<file path="config.mk">
export PLATFORM = sky130hd
export DESIGN_NAME = length_prefix_deframer
export DESIGN_NICKNAME = d
export VERILOG_FILES = /design/src/hdl/lpd_pkg.sv /design/src/hdl/length_prefix_deframer.sv /design/src/hdl/lpd_parser.sv /design/src/hdl/lpd_out_reg.sv
export SDC_FILE = /design/constraint.sdc
export NUM_CORES = 1
export LEC_CHECK = 0
export ABC_AREA = 1
export BUFFER_PORTS_ARGS = -buffer_cell sky130_fd_sc_hd__buf_2
export CAP_MARGIN = 15
export CELL_PAD_IN_SITES_DETAIL_PLACEMENT = 1
export CELL_PAD_IN_SITES_GLOBAL_PLACEMENT = 1
export CORE_ASPECT_RATIO = 0.5
export CORE_MARGIN = 2
export CORE_UTILIZATION = 30
export DETAILED_ROUTE_END_ITERATION = 12
export PLACE_DENSITY = 0.66
export SLEW_MARGIN = 5
export SYNTH_ARGS = -nofsm -noshare
export SYNTH_HDL_FRONTEND = slang
export SYNTH_SLANG_ARGS = --single-unit
</file>
<file path="constraint.sdc">
create_clock -name clk -period 1.6 [get_ports clk]
set_clock_uncertainty 0.15 [all_clocks]
set_input_delay 0.16 -clock clk [delete_from_list [all_inputs] [get_ports clk]]
set_output_delay 0.16 -clock clk [all_outputs]
set_load 0.01 [all_outputs]
</file>
<file path="src/hdl/lpd_pkg.sv">
// Package for the length-prefix deframer: parse phases, frame constants
// and the result record passed between the parser and the output stage.
// No dependencies.
`default_nettype none
package lpd_pkg;

  localparam int unsigned ByteW   = 8;
  localparam int unsigned LenW    = 31;
  localparam int unsigned ShortW  = 15;

  // Parse phase of the incoming byte stream
  typedef enum logic [2:0] {
    PH_HDR_LO  = 3'd0,
    PH_HDR_HI  = 3'd1,
    PH_TAIL_LO = 3'd2,
    PH_TAIL_HI = 3'd3,
    PH_PAYLOAD = 3'd4
  } phase_t;

  // One result item
  typedef struct packed {
    logic [ByteW-1:0] payload_byte;
    logic             end_of_message;
    logic             empty_message;
  } lpd_result_t;

endpackage
`default_nettype wire

</file>
<file path="src/hdl/length_prefix_deframer.sv">
// A result is offered in the cycle after the byte that causes it is accepted.
// Throughput: one byte per cycle; the single output register refills in the
// cycle its result is taken, so input stalls only while the output stalls.
// Reset (rst_n low, synchronous): parser returns to the header low byte and
// the output register empties.
`default_nettype none
module length_prefix_deframer (
  input  wire                         clk,
  input  wire                         rst_n,
  input  wire                         in_tvalid,
  output logic                        in_tready,
  input  wire  [lpd_pkg::ByteW-1:0]   in_tdata,   // [7:0] stream_byte
  output logic                        out_tvalid,
  input  wire                         out_tready,
  output logic [lpd_pkg::ByteW-1:0]   out_tdata,  // [7:0] payload_byte
  output logic                        out_tlast,  // end_of_message
  output logic                        out_tuser   // [0] empty_message
);

  logic                 take;
  logic                 res_valid;
  logic                 can_take;
  lpd_pkg::lpd_result_t res;
  lpd_pkg::lpd_result_t out_res;

  assign in_tready = can_take;
  assign take      = in_tvalid && can_take;

  lpd_parser u_parser (
    .clk       (clk),
    .rst_n     (rst_n),
    .take      (take),
    .byte_in   (in_tdata),
    .res_valid (res_valid),
    .res       (res)
  );

  lpd_out_reg u_out_reg (
    .clk       (clk),
    .rst_n     (rst_n),
    .res_valid (res_valid),
    .res       (res),
    .can_take  (can_take),
    .out_valid (out_tvalid),
    .out_res   (out_res),
    .out_ready (out_tready)
  );

  assign out_tdata = out_res.payload_byte;
  assign out_tlast = out_res.end_of_message;
  assign out_tuser = out_res.empty_message;

endmodule
`default_nettype wire

</file>
<file path="src/hdl/lpd_parser.sv">
// Header/tail parser and payload counter of the length-prefix deframer.
// Updates its state on each accepted byte and offers at most one result.
// Depends on lpd_pkg.
`default_nettype none
module lpd_parser (
  input  wire                          clk,
  input  wire                          rst_n,
  input  wire                          take,      // byte accepted this cycle
  input  wire [lpd_pkg::ByteW-1:0]     byte_in,
  output logic                         res_valid,
  output lpd_pkg::lpd_result_t         res
);

  lpd_pkg::phase_t              phase_r, phase_nxt;
  logic [lpd_pkg::ShortW-1:0]   hdr_r, hdr_nxt;
  logic [lpd_pkg::ByteW-1:0]    tail_lo_r, tail_lo_nxt;
  logic [lpd_pkg::LenW-1:0]     remain_r, remain_nxt;

  logic [lpd_pkg::LenW-1:0]     short_len;
  logic [lpd_pkg::LenW-1:0]     long_len;
  logic                         last_byte;

  // Lengths formed from the byte completing each header form
  assign short_len = {{(lpd_pkg::LenW-lpd_pkg::ShortW){1'b0}}, byte_in[6:0], hdr_r[7:0]};
  assign long_len  = {byte_in, tail_lo_r, hdr_r};
  assign last_byte = (remain_r == lpd_pkg::LenW'(1));

  // Next state
  always_comb begin
    phase_nxt   = phase_r;
    hdr_nxt     = hdr_r;
    tail_lo_nxt = tail_lo_r;
    remain_nxt  = remain_r;
    if (take) begin
      case (phase_r)
        lpd_pkg::PH_HDR_HI: begin
          hdr_nxt = {byte_in[6:0], hdr_r[7:0]};
          if (byte_in[7]) begin
            phase_nxt = lpd_pkg::PH_TAIL_LO;
          end else begin
            remain_nxt = short_len;
            phase_nxt  = (short_len == '0) ? lpd_pkg::PH_HDR_LO : lpd_pkg::PH_PAYLOAD;
          end
        end
        lpd_pkg::PH_TAIL_LO: begin
          tail_lo_nxt = byte_in;
          phase_nxt   = lpd_pkg::PH_TAIL_HI;
        end
        lpd_pkg::PH_TAIL_HI: begin
          remain_nxt = long_len;
          phase_nxt  = (long_len == '0) ? lpd_pkg::PH_HDR_LO : lpd_pkg::PH_PAYLOAD;
        end
        lpd_pkg::PH_PAYLOAD: begin
          remain_nxt = remain_r - lpd_pkg::LenW'(1);
          if (last_byte) begin
            phase_nxt = lpd_pkg::PH_HDR_LO;
          end
        end
        default: begin
          // header low byte, also taken for unused phase codes
          hdr_nxt   = {hdr_r[14:8], byte_in};
          phase_nxt = lpd_pkg::PH_HDR_HI;
        end
      endcase
    end
  end

  // Result offered for the accepted byte
  always_comb begin
    res_valid          = 1'b0;
    res.payload_byte   = '0;
    res.end_of_message = 1'b0;
    res.empty_message  = 1'b0;
    case (phase_r)
      lpd_pkg::PH_HDR_HI: begin
        if (!byte_in[7] && short_len == '0) begin
          res_valid          = take;
          res.end_of_message = 1'b1;
          res.empty_message  = 1'b1;
        end
      end
      lpd_pkg::PH_TAIL_HI: begin
        if (long_len == '0) begin
          res_valid          = take;
          res.end_of_message = 1'b1;
          res.empty_message  = 1'b1;
        end
      end
      lpd_pkg::PH_PAYLOAD: begin
        res_valid          = take;
        res.payload_byte   = byte_in;
        res.end_of_message = last_byte;
      end
      default: begin
        res_valid = 1'b0;
      end
    endcase
  end

  // Hold parse state
  always_ff @(posedge clk) begin
    if (!rst_n) begin
      phase_r   <= lpd_pkg::PH_HDR_LO;
      hdr_r     <= '0;
      tail_lo_r <= '0;
      remain_r  <= '0;
    end else begin
      phase_r   <= phase_nxt;
      hdr_r     <= hdr_nxt;
      tail_lo_r <= tail_lo_nxt;
      remain_r  <= remain_nxt;
    end
  end

endmodule
`default_nettype wire

</file>
<file path="src/hdl/lpd_out_reg.sv">
// Output register of the length-prefix deframer: one result held for the
// downstream side, refilled in the same cycle it is taken.
// Depends on lpd_pkg.
`default_nettype none
module lpd_out_reg (
  input  wire                   clk,
  input  wire                   rst_n,
  input  wire                   res_valid,
  input  lpd_pkg::lpd_result_t  res,
  output logic                  can_take,   // room for a result this cycle
  output logic                  out_valid,
  output lpd_pkg::lpd_result_t  out_res,
  input  wire                   out_ready
);

  logic                 valid_r, valid_nxt;
  lpd_pkg::lpd_result_t res_r;

  assign can_take  = !valid_r || out_ready;
  assign out_valid = valid_r;
  assign out_res   = res_r;

  // Drop the held result once taken, load a new one when offered
  always_comb begin
    valid_nxt = valid_r;
    if (can_take) begin
      valid_nxt = res_valid;
    end
  end

  always_ff @(posedge clk) begin
    if (!rst_n) begin
      valid_r <= 1'b0;
    end else begin
      valid_r <= valid_nxt;
    end
  end

  always_ff @(posedge clk) begin
    if (can_take && res_valid) begin
      res_r <= res;
    end
  end

endmodule
`default_nettype wire

</file>
-- Yosys cells after proc, flatten, opt, wreduce, memory -nomap -nowiden
Index checks and enable logic that the tools add are counted.
- bits in registers: 68
- output and inout port bits: 12
- logic and storage cells: 49
- add/sub/neg operators: 1
- equality and inequality tests: 7
- multiplexer cells: 15
- bitwise gates (word level): 2
- reductions and logical operators: 15
- operators with widths (operator ; number):
    31-bit case mux with 3 select lines ; 1
    31-bit logical NOT ; 2
    31-bit by 1-bit equality test with 1-bit output, second input constant ; 1
    31-bit 2-to-1 mux ; 1
    31-bit by 1-bit subtractor with 31-bit output, second input constant ; 1
    15-bit case mux with 2 select lines ; 1
    3-bit 2-to-1 mux ; 4
    3-bit case mux with 4 select lines ; 1
    3-bit AND reduction ; 3
    3-bit by 2-bit equality test with 1-bit output, second input constant ; 2
    1-bit case mux with 3 select lines ; 2
    2-bit 2-to-1 mux ; 2
    2-bit AND reduction ; 2
    3-bit by 1-bit equality test with 1-bit output, second input constant ; 1
    3-bit equality test, second input constant ; 1
    1-bit logical AND ; 3
    3-bit nonzero test ; 1
    3-bit OR reduction ; 1
    1-bit logical NOT ; 2
    1-bit 2-to-1 mux ; 2
    2-bit by 1-bit inequality test with 1-bit output, second input constant ; 1
    2-bit inequality test, second input constant ; 1
    1-bit inverter ; 2
    1-bit case mux with 2 select lines ; 1
    1-bit logical OR ; 1

-- Logic depth before layout (Yosys ltp)
Gate-level depths: netlist of run 1.
- depth in word-level cells: 6
- depth in mapped cells: 11
- mapped depth without buffers: 11

-- By module
Synthesis of run 1 repeated with hierarchy kept, for this count alone.
- cell total of the unflattened synthesis: 581
- area total of the unflattened synthesis: 3842.4 sq um
- modules (own cells, without submodules) (module ; instances ; cells an instance ; area an instance (sq um)):
    lpd_parser ; 1 ; 562 ; 3483.3
    lpd_out_reg ; 1 ; 17 ; 351.6
    length_prefix_deframer ; 1 ; 2 ; 7.5

-- Least setup slack after synthesis of run 1
Ideal clock, no wire load.
- path kind: reg-to-reg
- start point: register u_parser.phase_r[1]
- end point: register u_out_reg.res_r, in the netlist u_out_reg.out_res[0], enable pin
- arrival: 1165 ps
- required time: 1116 ps
- slack: -49 ps
- cell stages (with the launch flop): 8
- path buffers: 2
- period minus slack after synthesis: 1649 ps
- cells stage by stage: dfxtp_1 -> inv_2 -> nand3_1 -> buf_2 -> buf_4 -> nand3_1 -> nand2_1 -> inv_1
- longest elaborated chain between the ends: 3
- elaborated cells between the ends (all ways): 5
- ends and longest elaborated chain (element ; line ; text):
    start: declaration ; lpd_parser.sv:14 ; lpd_pkg::phase_t phase_r, phase_nxt;
    start signal: assignment ; lpd_parser.sv:103 ; phase_r <= lpd_pkg::PH_HDR_LO;
    start signal: assignment ; lpd_parser.sv:108 ; phase_r <= phase_nxt;
    3-bit equality test (tied with other cells) ; lpd_parser.sv:74 ; case (phase_r)
    1-bit case mux with 3 select lines * ; lpd_parser.sv:74 ;
    1-bit logical AND * ; lpd_out_reg.sv:40 ; if (can_take && res_valid) begin
    end signal: assignment ; lpd_out_reg.sv:41 ; res_r <= res;
    end: declaration ; lpd_out_reg.sv:17 ; lpd_pkg::lpd_result_t res_r;
Mark *: on every way between the ends. The rest lies on a longest branch, timed or not.
A chain may end at the register's enable or synchronous reset.

-- Worst setup path in the final report of run 1
- start point: register u_parser.remain_r[11] (netlist bit)
- end point: register u_parser.remain_r[17] (netlist bit)
- longest elaborated chain between the ends: 2
- ends and longest elaborated chain (element ; line ; text):
    start: declaration ; lpd_parser.sv:17 ; logic [lpd_pkg::LenW-1:0] remain_r, remain_nxt;
    start signal: assignment ; lpd_parser.sv:111 ; remain_r <= remain_nxt;
    31-bit by 1-bit subtractor with 31-bit output ; lpd_parser.sv:54 ; remain_nxt = remain_r - lpd_pkg::LenW'(1);
    31-bit case mux with 3 select lines ; lpd_parser.sv:35 ; case (phase_r)
Every way passes these cells.

==> impl_metrics.tcl, run 1 <==
set metrics [dict create \
    core_area_um2 12600 \
    cts_inserted_buffers 9 \
    grt_first_pass_wirelength_mm 26.7 \
    synth_cells 588 \
    crit_fanout 3 \
    fillers 1539 \
    route.detailed.wl_per_inst_um 23.6 \
    final_layout_size_suffix_gt1_frac 0.553 \
    placed_cell_area_um2 5180 \
    final_hold_viol_count 0 \
    die-area_um2 13900 \
    grt_pass1_vias 4978 \
    status "finished with violations" \
    vias 5345 \
    hold_class "in2reg" \
    die_w_um 165 \
    fin_nets 785 \
    setup_violations 45 \
    synthTopCellsByArea "dfxtp_1, nand2_1, a21oi_1, nor2_1, nand3_1" \
    synth_cell_types 30 \
    finalPower_w 0.00700 \
    start_util 0.307 \
    antenna_found_initial 0 \
    root_buffer "clkbuf_16" \
    ant_nets 0 \
    critPathKind "reg2reg" \
    final_common_cell "buf_4" \
    ios 24 \
    fin_cells 946 \
    post-route-period-util 1.16 \
    areaGrowthSynthToFinish_pct 77.0 \
    globalRouteTotalUtil 0.252 \
    end_kind "flip-flop" \
    timing.fmax_mhz 538 \
    cap_violations 0 \
    ctsLongestPathBuffers 2 \
    rows 29 \
    min_period_ns 1.86 \
    globalplace.congestion 0.858 \
    drc_errors 0 \
    dp_hpwl_mm 12.0 \
    p_leak_nw 2.98 \
    fin_ws_ns -0.259 \
    path_common_cell "nand2_1" \
    syn_nets 602 \
    grt-ovfl-total 0 \
    drtIter0Drc 362 \
    yosys_warnings 0 \
    ys_seq_area_frac 0.377 \
    htree_levels 3 \
    clk_transition_reported_paths_ns 0.07 \
    crit_path_start_kind "flip-flop" \
    relSlewSlack 0.635 \
    slowest_delay_ns 0.37 \
    power_density_nw_per_um2 1020 \
    peakVddDrop_mv 0.930 \
    grt_max_degree 27 \
    violations "setup timing" \
    critPathArrivalTime_ns 1.98 \
    cp_slowest_cell "dfxtp_4" \
    drt_pass1_iterations 6 \
    synth.largest_area_cell "dfxtp_1" \
    final_cell_mix "buf_4, nand2_1, o21ai_0, a21oi_1, nor2_4" \
    dpl.cell_count 896 \
    clkLatencyLatePin_ns 0.36 \
    cts_tree "yes" \
    syn_area_um2 3870 \
    rsz0062_at_grt "yes" \
    ys_ff_latch 68 \
    port-buffer-count 23 \
    finalWirelength_mm 22.3 \
    synth_top_area_share 0.300 \
    tightest_slew_ns 0.548 \
    num_antenna_cells 0 \
    avgSynthCellArea_um2 6.59 \
    slew_viol_final 0 \
    via_per_inst 5.65 \
    cts.sinks 68 \
    required_ns 1.73 \
    crit_chain "buf_6 > inv_4 > nand2_4 > inv_2 > nand2_1 > nor2_2 > inv_1 > nor2_2 > nand2_1 > nand2_1 > nand3_2 > a21oi_1" \
    chipHeight_um 84.3 \
    post-route-cell-area_um2 6850 \
]
==> flip-flops by register name (all words and copies together) (netlist names) <==
register / cells
u_parser.tail_lo_r: 8
u_out_reg.out_res: 10
u_parser.remain_r: 31
u_parser.phase_r: 3
u_parser.hdr_r: 15
u_out_reg.out_valid: 1
==> worst paths after layout <==
path	from	to	slack, ns	cells after the start
worst max-delay path	u_parser.remain_r[11]	u_parser.remain_r[17]	-0.26	12
worst min-delay path	out_tready	u_out_reg.out_valid	0.02	5
worst max register to register	u_parser.remain_r[11]	u_parser.remain_r[17]	-0.26	12
worst min register to register	u_parser.phase_r[1]	u_parser.phase_r[1]	0.37	2
==> where the power goes <==
part / internal, W / switching [W] / leakage [nW]
Sequential: 0.00184 / 0.000130 / 0.583
Combinational: 0.00123 / 0.00164 / 2.25
Clock: 0.00123 / 0.000930 / 0.147
Total: 0.00430 / 0.00270 / 2.98
==> logic make-up (layout without fill, tap and decap cells) <==
family / Yosys count / after routing / synth area share
AOI/OAI and AO/OA: 148 / 148 / 0.200
buffers and inverters: 81 / 269 / 0.0895
and+or+nand+nor: 287 / 287 / 0.322
DFF: 68 / 68 / 0.377
adders and majority gates: 2 / 2 / 0.00646
xor gates and xnor gates: 2 / 2 / 0.00452
==> through the flow <==
stage / setup WS (ns) / utilization / hold slack, ns / TNS [ns]
after detailed placement: -0.268 / 0.410 / 0.338 / -4.59
final: -0.259 / 0.543 / 0.0165 / -4.76
after CTS: -0.114 / 0.471 / 0.0364 / -1.32
after global placement: -0.190 / 0.410 / 0.339 / -2.41
after global routing: -0.306 / 0.543 / 0.0423 / -8.01
after floorplan: 0.0169 / - / 0.170 / 0
==> what timing repair did <==
action,in CTS,in global routing
pin swaps,25,63
resized for setup,111,212
endpoints found under the setup margin,43,50
hold buffers,1,0
setup buffers,16,15
hold endpoints to repair,1,0
cloned,1,4
==> worst max-delay path, delay by kind of cell (launching register included) <==
family | cells | cell delay, ns
AO/OA/AOI/OAI | 1 | 0.20
buffers and inverters | 4 | 0.33
AND/OR/NAND/NOR | 7 | 0.74
flip-flops | 1 | 0.37
==> synth_stat cells, drive strengths merged <==
| cell type | number |
|---|---|
| a21o | 1 |
| a21oi | 73 |
| a31oi | 1 |
| a41oi | 1 |
| buf | 15 |
| clkbuf | 7 |
| dfxtp | 58 |
| edfxtp | 10 |
| ha | 2 |
| inv | 59 |
| nand2 | 113 |
| nand3 | 61 |
| nand4 | 6 |
| nor2 | 103 |
| nor3 | 2 |
| o21ai | 62 |
| o21bai | 6 |
| o22ai | 1 |
| o2bb2ai | 1 |
| o31ai | 2 |
| or2 | 2 |
| xnor2 | 1 |
| xor2 | 1 |
==> layout make-up <==
cell class | instances | area, um^2 | area share
clock inverters | 7 | 81.3 | 0.0119
repair buffers | 193 | 1640 | 0.240
inverters | 59 | 251 | 0.0367
repair inverters | 1 | 7.51 | 0.00110
flip-flops and latches | 68 | 1530 | 0.223
clock buffers | 9 | 225 | 0.0329
well taps | 170 | 213 | 0.0310
multi-input cells | 439 | 2900 | 0.424
==> layer usage <==
metal,GRT usage,share of wire
met2,0.413,0.47
met1,0.340,0.41
met5,0,0
met4,0.0696,0.047
met3,0.0469,0.075
No activity file was read; power rests on OpenSTA's default activity.
==> run 2: changes to the inputs <==
--- a/config.mk
+++ b/config.mk
@@ -14,7 +14,7 @@
 export CORE_MARGIN = 2
 export CORE_UTILIZATION = 30
 export DETAILED_ROUTE_END_ITERATION = 12
-export PLACE_DENSITY = 0.66
+export PLACE_DENSITY = 0.64
 export SLEW_MARGIN = 5
 export SYNTH_ARGS = -nofsm -noshare
 export SYNTH_HDL_FRONTEND = slang
==> constraint.sdc (replaced) <==
create_clock -name clk -period 2.19 [get_ports clk]
set_clock_uncertainty 0.15 [all_clocks]
set_input_delay 0.219 -clock clk [delete_from_list [all_inputs] [get_ports clk]]
set_output_delay 0.219 -clock clk [all_outputs]
set_load 0.01 [all_outputs]
==> impl_metrics.tcl, run 2 (synthesis gave the netlist of run 1 again) <==
set metrics [dict create \
    route.detailed.wl_per_inst_um 17.2 \
    htree_levels 3 \
    ff2ff_path_depth 9 \
    grt_first_pass_wirelength_mm 21.9 \
    power_density_nw_per_um2 864 \
    critPathArrivalTime_ns 2.00 \
    wl_met3_um 410 \
    cp_slowest_cell "ha_1" \
    dp_hpwl_mm 10.2 \
    min_to "u_parser.phase_r[1]" \
    start_util 0.307 \
    areaGrowthSynthToFinish_pct 16.3 \
    hold_class "in2reg" \
    rows 29 \
    chipHeight_um 84.3 \
    clkLatencyLatePin_ns 0.34 \
    grt_max_degree 32 \
    p_int_w 0.00255 \
    final_layout_size_suffix_gt1_frac 0.131 \
    r2r-end "u_parser.remain_r[28]" \
    crit_fanout 6 \
    rsz0062_at_grt "no" \
    min_period_ns 1.94 \
    cts.sinks 68 \
    root_buffer "clkbuf_16" \
    ant_nets 0 \
    grt-ovfl-total 0 \
    setup_violations 0 \
    cts_tree "yes" \
    status "finished, final reports clean" \
    p_comb_frac 0.241 \
    final_cell_mix "nand2_1, nor2_1, a21oi_1" \
    relSlewSlack 0.676 \
    end_kind "flip-flop" \
    reg2reg_from "u_parser.remain_r[0]" \
    r2r_setup_slack_ns 0.25 \
    utilization 0.357 \
    cts_inserted_buffers 9 \
    regMostFlops "u_parser.remain_r" \
    largest_register_ffs 31 \
    core_area_um2 12600 \
    timing.fmax_mhz 515 \
    met1_length_mm 7.37 \
    globalRouteTotalUtil 0.208 \
    slew_viol_final 0 \
    die-area_um2 13900 \
    peakVddDrop_mv 0.332 \
    cap_violations 0 \
    maxUsedRoutingLayer "met4" \
    slowest_delay_ns 0.34 \
    setup_tns_ns 0 \
    crit_path_start_kind "flip-flop" \
    finalPower_w 0.00389 \
    die_w_um 165 \
    p_seq_frac 0.364 \
    cts_hold_buf 0 \
    num_antenna_cells 0 \
    crit_chain "inv_1 > ha_1 > nand2_2 > nor2_4 > nand2_2 > nor2_2 > nand3_1 > nand3_1 > a21oi_1" \
    drtIter0Drc 206 \
    post-route-period-util 0.886 \
    ctsLongestPathBuffers 2 \
    p_leak_nw 1.94 \
    via_per_inst 5.05 \
    ios 24 \
    antenna_found_initial 0 \
    final_hold_viol_count 0 \
    fin_nets 629 \
    drt_pass1_iterations 4 \
    finalWirelength_mm 13.6 \
    pwr-share-clk 0.395 \
    min-delay-start "rst_n" \
    final_common_cell "nand2_1" \
    p_sw_frac 0.344 \
    vias 3986 \
    required_ns 2.25 \
    tightest_slew_ns 0.483 \
    total_switching_power_w 0.00134 \
    grt_pass1_vias 4032 \
    wl_met2_mm 5.74 \
    drc_errors 0 \
    globalplace.congestion 0.880 \
    port-buffer-count 23 \
    hold_path_depth 3 \
    critPathKind "reg2reg" \
    clk_transition_reported_paths_ns 0.06 \
]
==> run 2: cell types whose count changed in the layout (fill, tap and decap cells not counted), moves of 20 or more <==
cell     previous run  this run
dfxtp_1            29        58
nor2_4             43         5
a21oi_1            44        73
buf_4             133        15
nor2_1             37        92
buf_6              24         0
nand3_1            41        61
a21oi_2            26         0
nand2_1            76       105
==> run 2: timing repair <==
action / CTS / global route
gates resized for setup: 0 / 1
setup buffers: 0 / 0
endpoints found under the setup margin: 0 / 10
==> run 2: layout make-up <==
| class | instances | area [um^2] |
|---|---|---|
| fillers | 1693 | 8120 |
| multi-input cells | 439 | 2060 |
| flip-flops and latches | 68 | 1460 |
| clock buffers | 10 | 239 |
| repair buffers | 38 | 228 |
| inverters | 59 | 225 |
| well taps | 170 | 213 |
| clock inverters | 6 | 72.6 |
==> run 2: critical path, delay by kind of cell (launching register included) <==
family,cells,cell delay [ns]
AO/OA/AOI/OAI,1,0.06
adder cells (fa/ha/maj),1,0.34
buffers and inverters,1,0.17
flip-flops,1,0.33
AND/OR/NAND/NOR,6,0.77
==> run 2: power groups by stage <==
stage / registers (W) / logic (W) / clock network (W)
after floorplan: 0.00142 / 0.000676 / 0
after global placement: 0.00144 / 0.000919 / 0
after detailed placement: 0.00144 / 0.000926 / 0
after CTS: 0.00141 / 0.000935 / 0.00157
after global routing: 0.00143 / 0.00107 / 0.00162
final: 0.00142 / 0.000938 / 0.00153
==> run 2: layer usage <==
layer / vias to the layer above / global-route usage
li1: 2004 / -
met3: 5 / 0.0494
met4: 0 / 0.0387
met1: 1931 / 0.304
met5: - / 0
met2: 46 / 0.313
==> run 2: how the worst max path moves through the flow <==
stage,slack (ns),end,start,cells past startpoint
finish,0.25,u_parser.remain_r[28],u_parser.remain_r[0],9
global route,0.08,u_parser.remain_r[28],u_parser.remain_r[0],9
CTS,0.22,u_out_reg.out_res[3],u_parser.hdr_r[4],9
detailed placement,0.26,u_out_reg.out_res[7],u_parser.hdr_r[2],9
global placement,0.30,u_parser.remain_r[28],u_parser.remain_r[0],9
floorplan,0.54,u_out_reg.out_res[0],u_parser.phase_r[1],7
==> run 2: through the flow <==
stage	hold WS [ns]	std cells	instance area [um^2]	setup slack, ns
after floorplan	0.229	588	3870	0.541
after global placement	0.320	774	4190	0.299
after detailed placement	0.326	774	4190	0.263
after CTS	0.0465	790	4500	0.220
after global routing	0.0590	790	4500	0.0780
final	0.0442	790	4500	0.250
